### src/sv/cpol_pkg.sv
// cpol_pkg: shared constants, types and elaboration-time functions for complex_to_polar
// holds the arctangent table, fixed-point format constants and the cordic gain function
// no dependencies
`default_nettype none

package cpol_pkg;

    localparam int CORDIC_ITERATIONS_DEF = 16;
    localparam int SAMPLE_WIDTH_DEF      = 16;
    localparam int MAX_ITER              = 24;
    localparam int FRAC_BITS             = 16;
    localparam int ZW                    = 34;
    localparam int OUT_WIDTH             = 16;
    localparam int ATAN_WIDTH            = 32;
    localparam int KQ_WIDTH              = 32;

    // atan(2^-i), 2^31 = pi
    localparam logic [ATAN_WIDTH-1:0] ATAN_STEPS [MAX_ITER] = '{
        32'h20000000, 32'h12E4051E, 32'h09FB385B, 32'h051111D4, 32'h028B0D43, 32'h0145D7E1,
        32'h00A2F61E, 32'h00517C55, 32'h0028BE53, 32'h00145F2F, 32'h000A2F98, 32'h000517CC,
        32'h00028BE6, 32'h000145F3, 32'h0000A2FA, 32'h0000517D, 32'h000028BE, 32'h0000145F,
        32'h00000A30, 32'h00000518, 32'h0000028C, 32'h00000146, 32'h000000A3, 32'h00000051
    };

    typedef struct packed {
        logic last;
        logic zero;
    } cpol_tag_t;

    // reciprocal of the cordic gain in q32, floor(2^62 / floor(sqrt(prod(1 + 4^-i)) in q30))
    function automatic logic [KQ_WIDTH-1:0] inv_gain(input int n);
        logic [63:0] p;
        logic [63:0] res;
        logic [63:0] bitv;
        logic [63:0] g;
        logic [64:0] rem;
        logic [63:0] quo;
        logic [63:0] num;
        p    = 64'd1 << 60;
        res  = '0;
        bitv = 64'd1 << 62;
        rem  = '0;
        quo  = '0;
        num  = 64'd1 << 62;
        for (int i = 0; i < MAX_ITER; i++)
        begin
            if (i < n)
            begin
                p = p + (p >> (2 * i));
            end
        end
        for (int k = 0; k < 32; k++)
        begin
            if (p >= res + bitv)
            begin
                p   = p - (res + bitv);
                res = (res >> 1) + bitv;
            end
            else
            begin
                res = res >> 1;
            end
            bitv = bitv >> 2;
        end
        g = (res == 64'd0) ? 64'd1 : res;
        for (int b = 63; b >= 0; b--)
        begin
            rem = {rem[63:0], num[b]};
            if (rem >= {1'b0, g})
            begin
                rem    = rem - {1'b0, g};
                quo[b] = 1'b1;
            end
        end
        return quo[KQ_WIDTH-1:0];
    endfunction

endpackage

`default_nettype wire

### src/sv/cpol_scale.sv
// cpol_scale: gain removal and rounding, two register stages (split multiply, then sum and round)
// depends on cpol_pkg
`default_nettype none

module cpol_scale #(
    parameter int                         XW = cpol_pkg::SAMPLE_WIDTH_DEF + cpol_pkg::FRAC_BITS + 3,
    parameter logic [cpol_pkg::KQ_WIDTH-1:0] KQ = '0
) (
    input  wire logic                         clk,
    input  wire logic                         rst_n,
    input  wire logic                         in_valid,
    output logic                              in_ready,
    input  wire logic signed [XW-1:0]         x,
    input  wire logic signed [cpol_pkg::ZW-1:0] z,
    input  wire cpol_pkg::cpol_tag_t          tag,
    output logic                              out_valid,
    input  wire logic                         out_ready,
    output logic [cpol_pkg::OUT_WIDTH-1:0]    magnitude,
    output logic signed [cpol_pkg::OUT_WIDTH-1:0] phase,
    output logic                              last_out
);

    localparam int ZW  = cpol_pkg::ZW;
    localparam int OW  = cpol_pkg::OUT_WIDTH;
    localparam int KW  = cpol_pkg::KQ_WIDTH;
    localparam int FB  = cpol_pkg::FRAC_BITS;
    localparam int XE  = (XW > KW + 1) ? XW : KW + 1;
    localparam int HW  = XE - KW;
    localparam int PHW = HW + KW;
    localparam int UW  = PHW + 1;

    // stage a: partial products and phase
    logic                     valid_a_reg;
    logic                     ready_a;
    logic [XE-1:0]            xe;
    logic [2*KW-1:0]          prod_lo;
    logic [KW-1:0]            prod_lo_reg;
    logic [PHW-1:0]           prod_hi_reg, prod_hi_next;
    logic [ZW-1:0]            z_round;
    logic [OW-1:0]            phase_a_reg, phase_a_next;
    logic                     last_a_reg;

    // stage b: sum, round, saturate
    logic                     valid_b_reg;
    logic                     ready_b;
    logic [UW-1:0]            u_sum;
    logic [UW-1:0]            u_round;
    logic [OW-1:0]            mag_next;
    logic [OW-1:0]            mag_reg;
    logic [OW-1:0]            phase_b_reg;
    logic                     last_b_reg;

    assign xe           = x[XW-1] ? '0 : XE'(unsigned'(x));
    assign prod_lo      = (2*KW)'(xe[KW-1:0]) * (2*KW)'(KQ);
    assign prod_hi_next = PHW'(xe[XE-1:KW]) * PHW'(KQ);
    assign z_round      = unsigned'(z) + ZW'(1 << (FB - 1));
    assign phase_a_next = tag.zero ? '0 : z_round[FB+OW-1:FB];

    assign u_sum   = UW'(prod_hi_reg) + UW'(prod_lo_reg);
    assign u_round = u_sum + UW'(1 << (FB - 1));
    assign mag_next = (u_round[UW-1:FB+OW] != '0) ? '1 : u_round[FB+OW-1:FB];

    assign ready_b  = !valid_b_reg || out_ready;
    assign ready_a  = !valid_a_reg || ready_b;
    assign in_ready = ready_a;

    always_ff @(posedge clk or negedge rst_n)
    begin
        if (!rst_n)
        begin
            valid_a_reg <= 1'b0;
            valid_b_reg <= 1'b0;
        end
        else
        begin
            if (ready_a)
            begin
                valid_a_reg <= in_valid;
            end
            if (ready_b)
            begin
                valid_b_reg <= valid_a_reg;
            end
        end
    end

    always_ff @(posedge clk)
    begin
        if (ready_a && in_valid)
        begin
            prod_lo_reg <= prod_lo[2*KW-1:KW];
            prod_hi_reg <= prod_hi_next;
            phase_a_reg <= phase_a_next;
            last_a_reg  <= tag.last;
        end
        if (ready_b && valid_a_reg)
        begin
            mag_reg     <= mag_next;
            phase_b_reg <= phase_a_reg;
            last_b_reg  <= last_a_reg;
        end
    end

    assign out_valid = valid_b_reg;
    assign magnitude = mag_reg;
    assign phase     = signed'(phase_b_reg);
    assign last_out  = last_b_reg;

endmodule

`default_nettype wire

### config.mk
export PLATFORM = sky130hd
export DESIGN_NAME = cpol_scale
export DESIGN_NICKNAME = d
export VERILOG_FILES = /design/src/sv/cpol_pkg.sv /design/src/sv/cpol_scale.sv
export SDC_FILE = /design/constraint.sdc
export NUM_CORES = 1
export LEC_CHECK = 0
export BUFFER_PORTS_ARGS = -buffer_cell sky130_fd_sc_hd__buf_2
export CORE_AREA = 2 2 78 80
export CTS_BUF_LIST = sky130_fd_sc_hd__clkbuf_4 sky130_fd_sc_hd__clkbuf_8
export CTS_CLUSTER_SIZE = 10
export DETAILED_ROUTE_END_ITERATION = 12
export DIE_AREA = 0 0 80 82
export HOLD_SLACK_MARGIN = 0.05
export PLACE_DENSITY = 0.63
export SYNTH_ARGS = -nofsm -noshare
export SYNTH_HDL_FRONTEND = slang
export SYNTH_SLANG_ARGS = --single-unit
### constraint.sdc
create_clock -name clk -period 1.99 [get_ports clk]
set_input_delay 0.398 -clock clk [delete_from_list [all_inputs] [get_ports clk]]
set_output_delay 0.398 -clock clk [all_outputs]
set_load 0.005 [all_outputs]
==> results of run 1 <==
-- cell families (layout without fill, tap and decap cells) --
kind of cell	Yosys count	count (layout)	synth area share, %
muxes	5	5	3.355
buffers and inverters	20	54	8.054
DFF	36	36	63.83
adders and majority gates	1	1	0.7456
and+or+nand+nor	46	46	17.45
AOI/OAI and AO/OA	14	14	4.772
other	1	16	0.2235
xor gates and xnor gates	3	3	1.566
-- where the power goes --
| part | switching [W] | internal, W |
|---|---|---|
| sequential | 0.0000129 | 0.000899 |
| clock | 0.000243 | 0.000276 |
| combinational | 0.000100 | 0.0000645 |
-- timing repair --
| item | 4_1_cts | 5_1_grt |
|---|---|---|
| hold buffers | 1 | 0 |
| setup buffers | 0 | 0 |
| hold endpoints to repair | 2 | 0 |
-- cells in the final DEF (no fill, tap or decap), drive strengths merged, types with 2 or more instances in the layout --
cell type | Yosys | final
buf | 17 | 43
edfxtp | 34 | 34
conb | 1 | 16
nor2 | 9 | 9
a21oi | 7 | 7
clkbuf | 1 | 6
nand3 | 6 | 6
nor2b | 5 | 5
nor4 | 5 | 5
mux2 | 5 | 5
nand4 | 5 | 5
o31ai | 4 | 4
or4 | 4 | 4
nand2b | 3 | 3
nand2 | 3 | 3
o21ai | 3 | 3
or3 | 3 | 3
and2 | 2 | 2
inv | 2 | 2
xor2 | 2 | 2
clkinv | 0 | 2
dfrtp | 2 | 2
-- path summary, 6_finish.rpt --
kind                            slack [ns]  startpoint              end  cells past startpoint
worst max-delay path                  0.41       z[16]  phase_a_reg[15]                      5
worst min-delay path                  0.29      tag[1]       last_a_reg                      1
worst max register to register        0.43   out_valid  phase_a_reg[10]                      2
worst min register to register        0.42  last_a_reg         last_out                      0
max in group asynchronous             1.47       rst_n        out_valid                      2
min in group asynchronous             0.42       rst_n      valid_a_reg                      2
-- layer usage --
layer  global-route usage, %  wire length (um)  vias up
li1                        -                 -      537
met1                   10.80              1210      492
met2                   15.75              1454       37
met3                   3.297               214        8
met4                   6.610                94        0
met5                       0                 0        -
-- final cells by class --
cell class | instances | share of cell area [%]
Sequential cell | 36 | 52.94
Multi-Input combinational cell | 85 | 26.10
Timing Repair Buffer | 44 | 11.38
Tap cell | 75 | 4.638
Clock buffer | 6 | 4.082
Clock inverter | 2 | 0.4947
Inverter | 2 | 0.3711
-- through the flow --
step                      hold WS [ns]  setup WS, ns
after global placement          0.1853        0.1105
final                           0.2868        0.4098
after CTS                       0.2794        0.3726
after global routing            0.2797        0.2702
after detailed placement        0.1881       0.07588
after floorplan                 0.1024        0.3556
==> impl_metrics.sql, run 1 <==
INSERT INTO impl_metrics (metric_group, metric, value, unit) VALUES
('outcome', 'outcome', 'completed', ''),
('critical_path', 'critical_path.cell_chain', 'buf_2, ha_1, nand4_4, nor4_1, mux2_2', ''),
('sta', 'post_route_minimum_period', '1.580', 'ns'),
('cts', 'clk_path_buf_depth', '2', ''),
('sta', 'setup_clock_skew_after_layout', '0.003431', 'ns'),
('global_routing', 'first_global_vias', '1013', ''),
('cts', 'tritoncts', 'built', ''),
('layout', 'post_layout_nonfiller_instances', '250', ''),
('layout', 'n_antenna_cell', '0', ''),
('die', 'placeableCoreArea', '5746', 'um^2'),
('critical_path', 'cpLargestDelayFamily', 'simple AND/OR/NAND/NOR gates', ''),
('pwr', 'p_total', '0.001596', 'W'),
('critical_path', 'crit_path_max_incr_delay', '0.38', 'ns'),
('route', 'via_count', '1074', ''),
('placed_design', 'post-place-cells', '241', ''),
('synth', 'synth_top_area_cell', 'sky130_fd_sc_hd__edfxtp_1', ''),
('layout', 'n_fill_cell', '587', ''),
('layout', 'final-seq-area', '1071', 'um^2'),
('flow_run', 'maxCapViolations', '0', ''),
('layout', 'syn2layout_area_growth', '20.58', '%'),
('critical_path', 'crit_slowest_cell', 'sky130_fd_sc_hd__mux2_2', ''),
('pwr', 'vdd_drop_max', '0.2304', 'mV'),
('synth', 'synthMostInstantiatedCell', 'sky130_fd_sc_hd__edfxtp_1', ''),
('route', 'wl_per_cell', '11.89', 'um'),
('synth', 'yosys_register_bits', '36', ''),
('global_routing', 'grtUsageTotal', '9.707', '%'),
('synth', 'top_cell_types_by_occurrence_after_synthesis', 'sky130_fd_sc_hd__edfxtp_1, sky130_fd_sc_hd__buf_4, sky130_fd_sc_hd__nor2_1', ''),
('synth', 'avg_synthesized_cell_area', '13.32', 'um^2'),
('route', 'drt-total-wl', '2972', 'um'),
('cts', 'path_clk_slew', '0.07', 'ns'),
('min_path', 'min_path_type', 'in -> reg', ''),
('synth', 'yosysSeqAreaShare', '63.83', '%'),
('cts', 'insertion_delay_to_the_later_sink_of_the_worst_skew_pair', '0.28', 'ns'),
('die', 'die_area', '6560', 'um^2'),
('synth', 'synth_enable_flop_cells', '34', ''),
('global_routing', 'grt_start_max_net_pins', '22', ''),
('layout', 'layout.cell_area.non_filler', '2023', 'um^2'),
('pwr', 'p_per_area', '788.6', 'nW/um^2'),
('die', 'initial_utilization', '29.20', '%'),
('sta', 'grt_setup_unrepaired', 'no', ''),
('sta', 'maxClockFrequency', '632.8', 'MHz'),
('placed_design', 'place.detailed.hpwl', '2177', 'um'),
('cts', 'clkSinkCount', '36', ''),
('global_routing', 'wire_length_of_the_first_global_routing_pass', '4629', 'um'),
('sta', 'timing.setup.tns', '0', 'ns'),
('critical_path', 'critPathRequiredTime', '2.03', 'ns'),
('sta', 'finalSetupViolCount', '0', ''),
('cts', 'cts_inserted_buffers', '5', ''),
('layout', 'num-nets-final', '250', ''),
('die', 'chipWidth', '80', 'um'),
('synth', 'dominantRegCellSynth', 'sky130_fd_sc_hd__edfxtp_1', ''),
('layout', 'multi_input_comb_area', '528.0', 'um^2'),
('synth', 'synthDistinctLibCells', '28', ''),
('sta', 'measured_slew_at_the_worst_slew_check_pin', '0.7818', 'ns'),
('cts', 'post_cts_resize_count', '0', ''),
('route', 'antenna_violating_nets_post_route', '0', ''),
('sta', 'fin_crit_sh', '79.41', '%'),
('route', 'first_pass_iters', '4', ''),
('critical_path', 'worstPathArrival', '1.62', 'ns'),
('critical_path', 'critical_path.n_buffers_inverters', '1', ''),
('synth', 'yosysWarningCount', '0', ''),
('pwr', 'static_leakage_power', '0.7683', 'nW'),
('die', 'boundaryPins', '110', ''),
('die', 'die-height', '82', 'um'),
('sta', 'timing.final.hold_violations', '0', ''),
('synth', 'synth_async_sr_flop_share', '5.556', '%'),
('synth', 'synthesis.area', '1678', 'um^2'),
('critical_path', 'worstPathMaxFanout', '3', ''),
('critical_path', 'timing.critical_path.to_type', 'flop', ''),
('cts', 'cts.root.buffer_cell', 'sky130_fd_sc_hd__clkbuf_8', ''),
('route', 'number_of_remaining_drc_errors', '0', '');
No activity file was read; power rests on OpenSTA's default activity.
==> inputs of run 2 (changes only) <==
Settings changed: ABC_AREA set to 1, CORE_AREA 2 2 78 80 to 2 2 79 81, DIE_AREA 0 0 80 82 to 0 0 81 83, PLACE_DENSITY 0.63 to 0.64.
Clock period 1.99 ns to 1.4 ns, I/O delays scaled along.
==> impl_metrics.sql, run 2 <==
INSERT INTO impl_metrics (metric_group, metric, value, unit) VALUES
('outcome', 'outcome', 'completed', ''),
('pwr', 'seqPwrFrac', '56.3', '%'),
('synth', 'synth_async_sr_flop_share', '5.556', '%'),
('critical_path', 'worstPathArrival', '0.98', 'ns'),
('route', 'number_of_remaining_drc_errors', '0', ''),
('placed_design', 'post-place-cells', '289', ''),
('cts', 'insertion_delay_to_the_later_sink_of_the_worst_skew_pair', '0.28', 'ns'),
('synth', 'synth_top_area_cell', 'sky130_fd_sc_hd__edfxtp_1', ''),
('synth', 'synth_area_in_xor_xnor', '1.521', '%'),
('synth', 'post_synthesis_cells', '171', ''),
('synth', 'yosysWarningCount', '0', ''),
('critical_path', 'reg2reg_to', 'phase_a_reg[15]', ''),
('sta', 'finalSetupViolCount', '0', ''),
('pwr', 'static_leakage_power', '0.9650', 'nW'),
('synth', 'synth.area.top_cells', 'sky130_fd_sc_hd__edfxtp_1, sky130_fd_sc_hd__nand2_1, sky130_fd_sc_hd__buf_4', ''),
('pwr', 'p_per_area', '1113', 'nW/um^2'),
('placed_design', 'finalWeightedCongestion', '0.8472', ''),
('synth', 'synth_enable_flop_cells', '34', ''),
('sta', 'grt_setup_unrepaired', 'no', ''),
('sta', 'post_route_minimum_period', '1.262', 'ns'),
('route', 'via_count', '1203', ''),
('synth', 'synthMostInstantiatedCell', 'sky130_fd_sc_hd__nand2_1', ''),
('critical_path', 'critical_path.cell_chain', 'nand3_1, buf_2', ''),
('global_routing', 'grt_start_max_net_pins', '18', ''),
('die', 'initial_utilization', '29.71', '%'),
('die', 'placeableCoreArea', '5816', 'um^2'),
('layout', 'syn2layout_area_growth', '22.52', '%'),
('sta', 'setup_clock_skew_after_layout', '0.005057', 'ns'),
('critical_path', 'critical_path.n_buffers_inverters', '1', ''),
('cts', 'ctsHtreeMaxLevel', '2', ''),
('route', 'wl_per_cell', '9.923', 'um'),
('synth', 'top_cell_types_by_occurrence_after_synthesis', 'sky130_fd_sc_hd__nand2_1, sky130_fd_sc_hd__edfxtp_1, sky130_fd_sc_hd__nor2_1', ''),
('layout', 'n_antenna_cell', '0', ''),
('cts', 'post_cts_resize_count', '0', ''),
('synth', 'yosys.area_share.adder', '0.7241', '%'),
('placed_design', 'portBuffers', '41', ''),
('critical_path', 'crit_slowest_cell', 'sky130_fd_sc_hd__dfrtp_1', ''),
('critical_path', 'critPathRequiredTime', '1.12', 'ns'),
('die', 'floorplan.rows', '28', ''),
('global_routing', 'grt_remaining_overflow', '0', ''),
('pwr', 'p_total', '0.002356', 'W'),
('global_routing', 'grtUsageTotal', '9.643', '%'),
('pwr', 'p_clk_share', '31.2', '%'),
('route', 'first_pass_iters', '4', ''),
('layout', 'num-nets-final', '298', ''),
('critical_path', 'worst_setup_path_start_kind', 'flop', ''),
('synth', 'yosysTopAreaCellShare', '59.09', '%'),
('cts', 'clkSinkCount', '36', ''),
('critical_path', 'reg2reg_depth', '4', ''),
('pwr', 'vdd_drop_max', '0.4887', 'mV'),
('cts', 'clk_path_buf_depth', '2', ''),
('cts', 'cts_inserted_buffers', '5', ''),
('pwr', 'combinationalPowerShare', '12.5', '%'),
('synth', 'avg_synthesized_cell_area', '10.10', 'um^2'),
('synth', 'largest_family_of_logic_cells_by_synthesized_area', 'simple AND/OR/NAND/NOR gates', ''),
('sta', 'timing.final.ws_setup', '0.1377', 'ns'),
('placed_design', 'place.detailed.hpwl', '2357', 'um'),
('pwr', 'cellInternalPower', '0.001819', 'W'),
('critical_path', 'worstSetupStartpoint', 'out_valid', ''),
('global_routing', 'antenna_found_initial', '0', ''),
('cts', 'cts.root.buffer_cell', 'sky130_fd_sc_hd__clkbuf_8', ''),
('route', 'antenna_violating_nets_post_route', '0', ''),
('sta', 'timing.final.hold_violations', '0', ''),
('route', 'drt-vias-per-instance', '4.037', ''),
('die', 'boundaryPins', '110', ''),
('synth', 'synth.area.mux_share', '0', '%'),
('synth', 'yosys_register_bits', '36', ''),
('die', 'die_area', '6723', 'um^2'),
('critical_path', 'timing.critical_path.depth', '2', ''),
('global_routing', 'wire_length_of_the_first_global_routing_pass', '4871', 'um'),
('critical_path', 'worstPathMaxFanout', '4', ''),
('critical_path', 'reg2reg_slack', '0.21', 'ns'),
('synth', 'synthDistinctLibCells', '20', ''),
('global_routing', 'first_global_vias', '1075', ''),
('route', 'drt-total-wl', '2957', 'um'),
('die', 'chipWidth', '81', 'um'),
('synth', 'synthSimpleGateAreaFrac', '19.04', '%'),
('die', 'die-height', '83', 'um'),
('critical_path', 'criticalPathCategory', 'reg -> out', ''),
('layout', 'mostFrequentLayoutCell', 'sky130_fd_sc_hd__buf_2', ''),
('layout', 'post_route_cells_drive_above_1_share', '27.35', '%'),
('critical_path', 'cpLargestDelayFamily', 'flip-flops', ''),
('layout', 'layout.cell_area.non_filler', '2117', 'um^2'),
('route', 'detail_route.iter0.violations', '71', ''),
('pwr', 'switching_share', '22.79', '%'),
('synth', 'dominantRegCellSynth', 'sky130_fd_sc_hd__edfxtp_1', ''),
('sta', 'fin_crit_sh', '90.17', '%'),
('critical_path', 'r2r_start', 'out_valid', ''),
('flow_run', 'maxCapViolations', '0', ''),
('min_path', 'min_path_type', 'in -> reg', ''),
('sta', 'maxClockFrequency', '792.2', 'MHz'),
('synth', 'synthesis.area', '1728', 'um^2'),
('layout', 'mostFrequentLayoutCells', 'sky130_fd_sc_hd__buf_2, sky130_fd_sc_hd__nand2_1, sky130_fd_sc_hd__edfxtp_1, sky130_fd_sc_hd__nor2_1, sky130_fd_sc_hd__inv_1', ''),
('cts', 'path_clk_slew', '0.07', 'ns'),
('pwr', 'total_switching_power', '0.0005370', 'W'),
('synth', 'yosysSeqAreaShare', '61.98', '%'),
('synth', 'synth_compound_gate_area_share', '4.779', '%'),
('critical_path', 'timing.critical_path.to_type', 'primary output', ''),
('cts', 'tritoncts', 'built', ''),
('placed_design', 'pre_cts_slack', '-0.02302', 'ns'),
('placed_design', 'placed_standard_cell_area', '2014', 'um^2'),
('layout', 'post_layout_nonfiller_instances', '298', ''),
('critical_path', 'timing.critical_path.to', 'in_ready', ''),
('critical_path', 'crit_path_max_incr_delay', '0.41', 'ns'),
('sta', 'slew_viol_final', '0', '');
-- run 2: cell types whose count changed in the layout (fill, tap and decap cells not counted), sizes merged, moves of 4 or more --
| cell | delta |
|---|---|
| or4 | -4 |
| nor2b | -5 |
| nor2 | +21 |
| o31ai | -4 |
| nand2 | +38 |
| mux2 | -5 |
| inv | +18 |
| nand4 | -5 |
| nor4 | -5 |
-- run 2: how the worst min path moves through the flow --
| stage | from | end | cells past startpoint |
|---|---|---|---|
| finish | tag[1] | last_a_reg | 1 |
| global route | tag[1] | last_a_reg | 1 |
| CTS | tag[1] | last_a_reg | 1 |
| detailed placement | rst_n | valid_a_reg | 1 |
| global placement | rst_n | valid_a_reg | 1 |
| floorplan | rst_n | out_valid | 0 |
-- run 2: cell type report --
| type | count | area [um^2] |
|---|---|---|
| fill | 609 | 3699 |
| sequential | 36 | 1071 |
| multi-input combinational | 113 | 514.2 |
| timing repair buffer | 46 | 270.3 |
| tap | 75 | 93.84 |
| clock buffer | 6 | 82.58 |
| inverter | 20 | 75.07 |
| clock inverter | 2 | 10.01 |
-- run 2: layer usage --
layer / vias to the layer above / global-route usage [%] / part of all wire [%]
li1: 621 / - / -
met1: 531 / 11.33 / 43
met2: 44 / 15.25 / 49
met3: 7 / 3.152 / 6.6
met4: 0 / 5.393 / 2.1
met5: - / 0 / 0
-- run 2: logic make-up after synthesis --
family                   count (synthesis)
other                                    1
flip-flops                              36
XOR/XNOR                                 3
adder cells (fa/ha/maj)                  1
AO/OA/AOI/OAI                           13
AND/OR/NAND/NOR                         80
buffers and inverters                   37
-- run 2: worst reg2reg max path, delay by kind of cell (launching register included) --
family	cells	cell delay, ns
buffers and inverters	2	0.25
flip-flops	1	0.42
AND/OR/NAND/NOR	2	0.22
-- run 2: what timing repair did --
action	in CTS	in global routing
hold buffers	1	0
endpoints found under the setup margin	0	0
setup buffers	0	0
endpoints found under the hold margin	2	0
-- run 2: through the flow --
| step | hold WS, ns | util [%] | TNS [ns] |
|---|---|---|---|
| 6_report | 0.1760 | 36.40 | 0 |
| 5_1_grt | 0.1562 | 36.40 | 0 |
| 4_1_cts | 0.1644 | 36.40 | 0 |
| 3_5_place_dp | 0.06868 | 34.64 | -0.02302 |
| 3_3_place_gp | 0.06553 | 34.64 | 0 |
| 2_1_floorplan | -0.01559 | - | 0 |
-- run 2: power by group through the flow --
stage	Sequential, W	Combinational [W]	Clock (W)
floorplan	0.00136	0.000160	0
global placement	0.00135	0.000291	0
detailed placement	0.00135	0.000298	0
CTS	0.00133	0.000301	0.000768
global route	0.00134	0.000337	0.000825
finish	0.00133	0.000294	0.000735
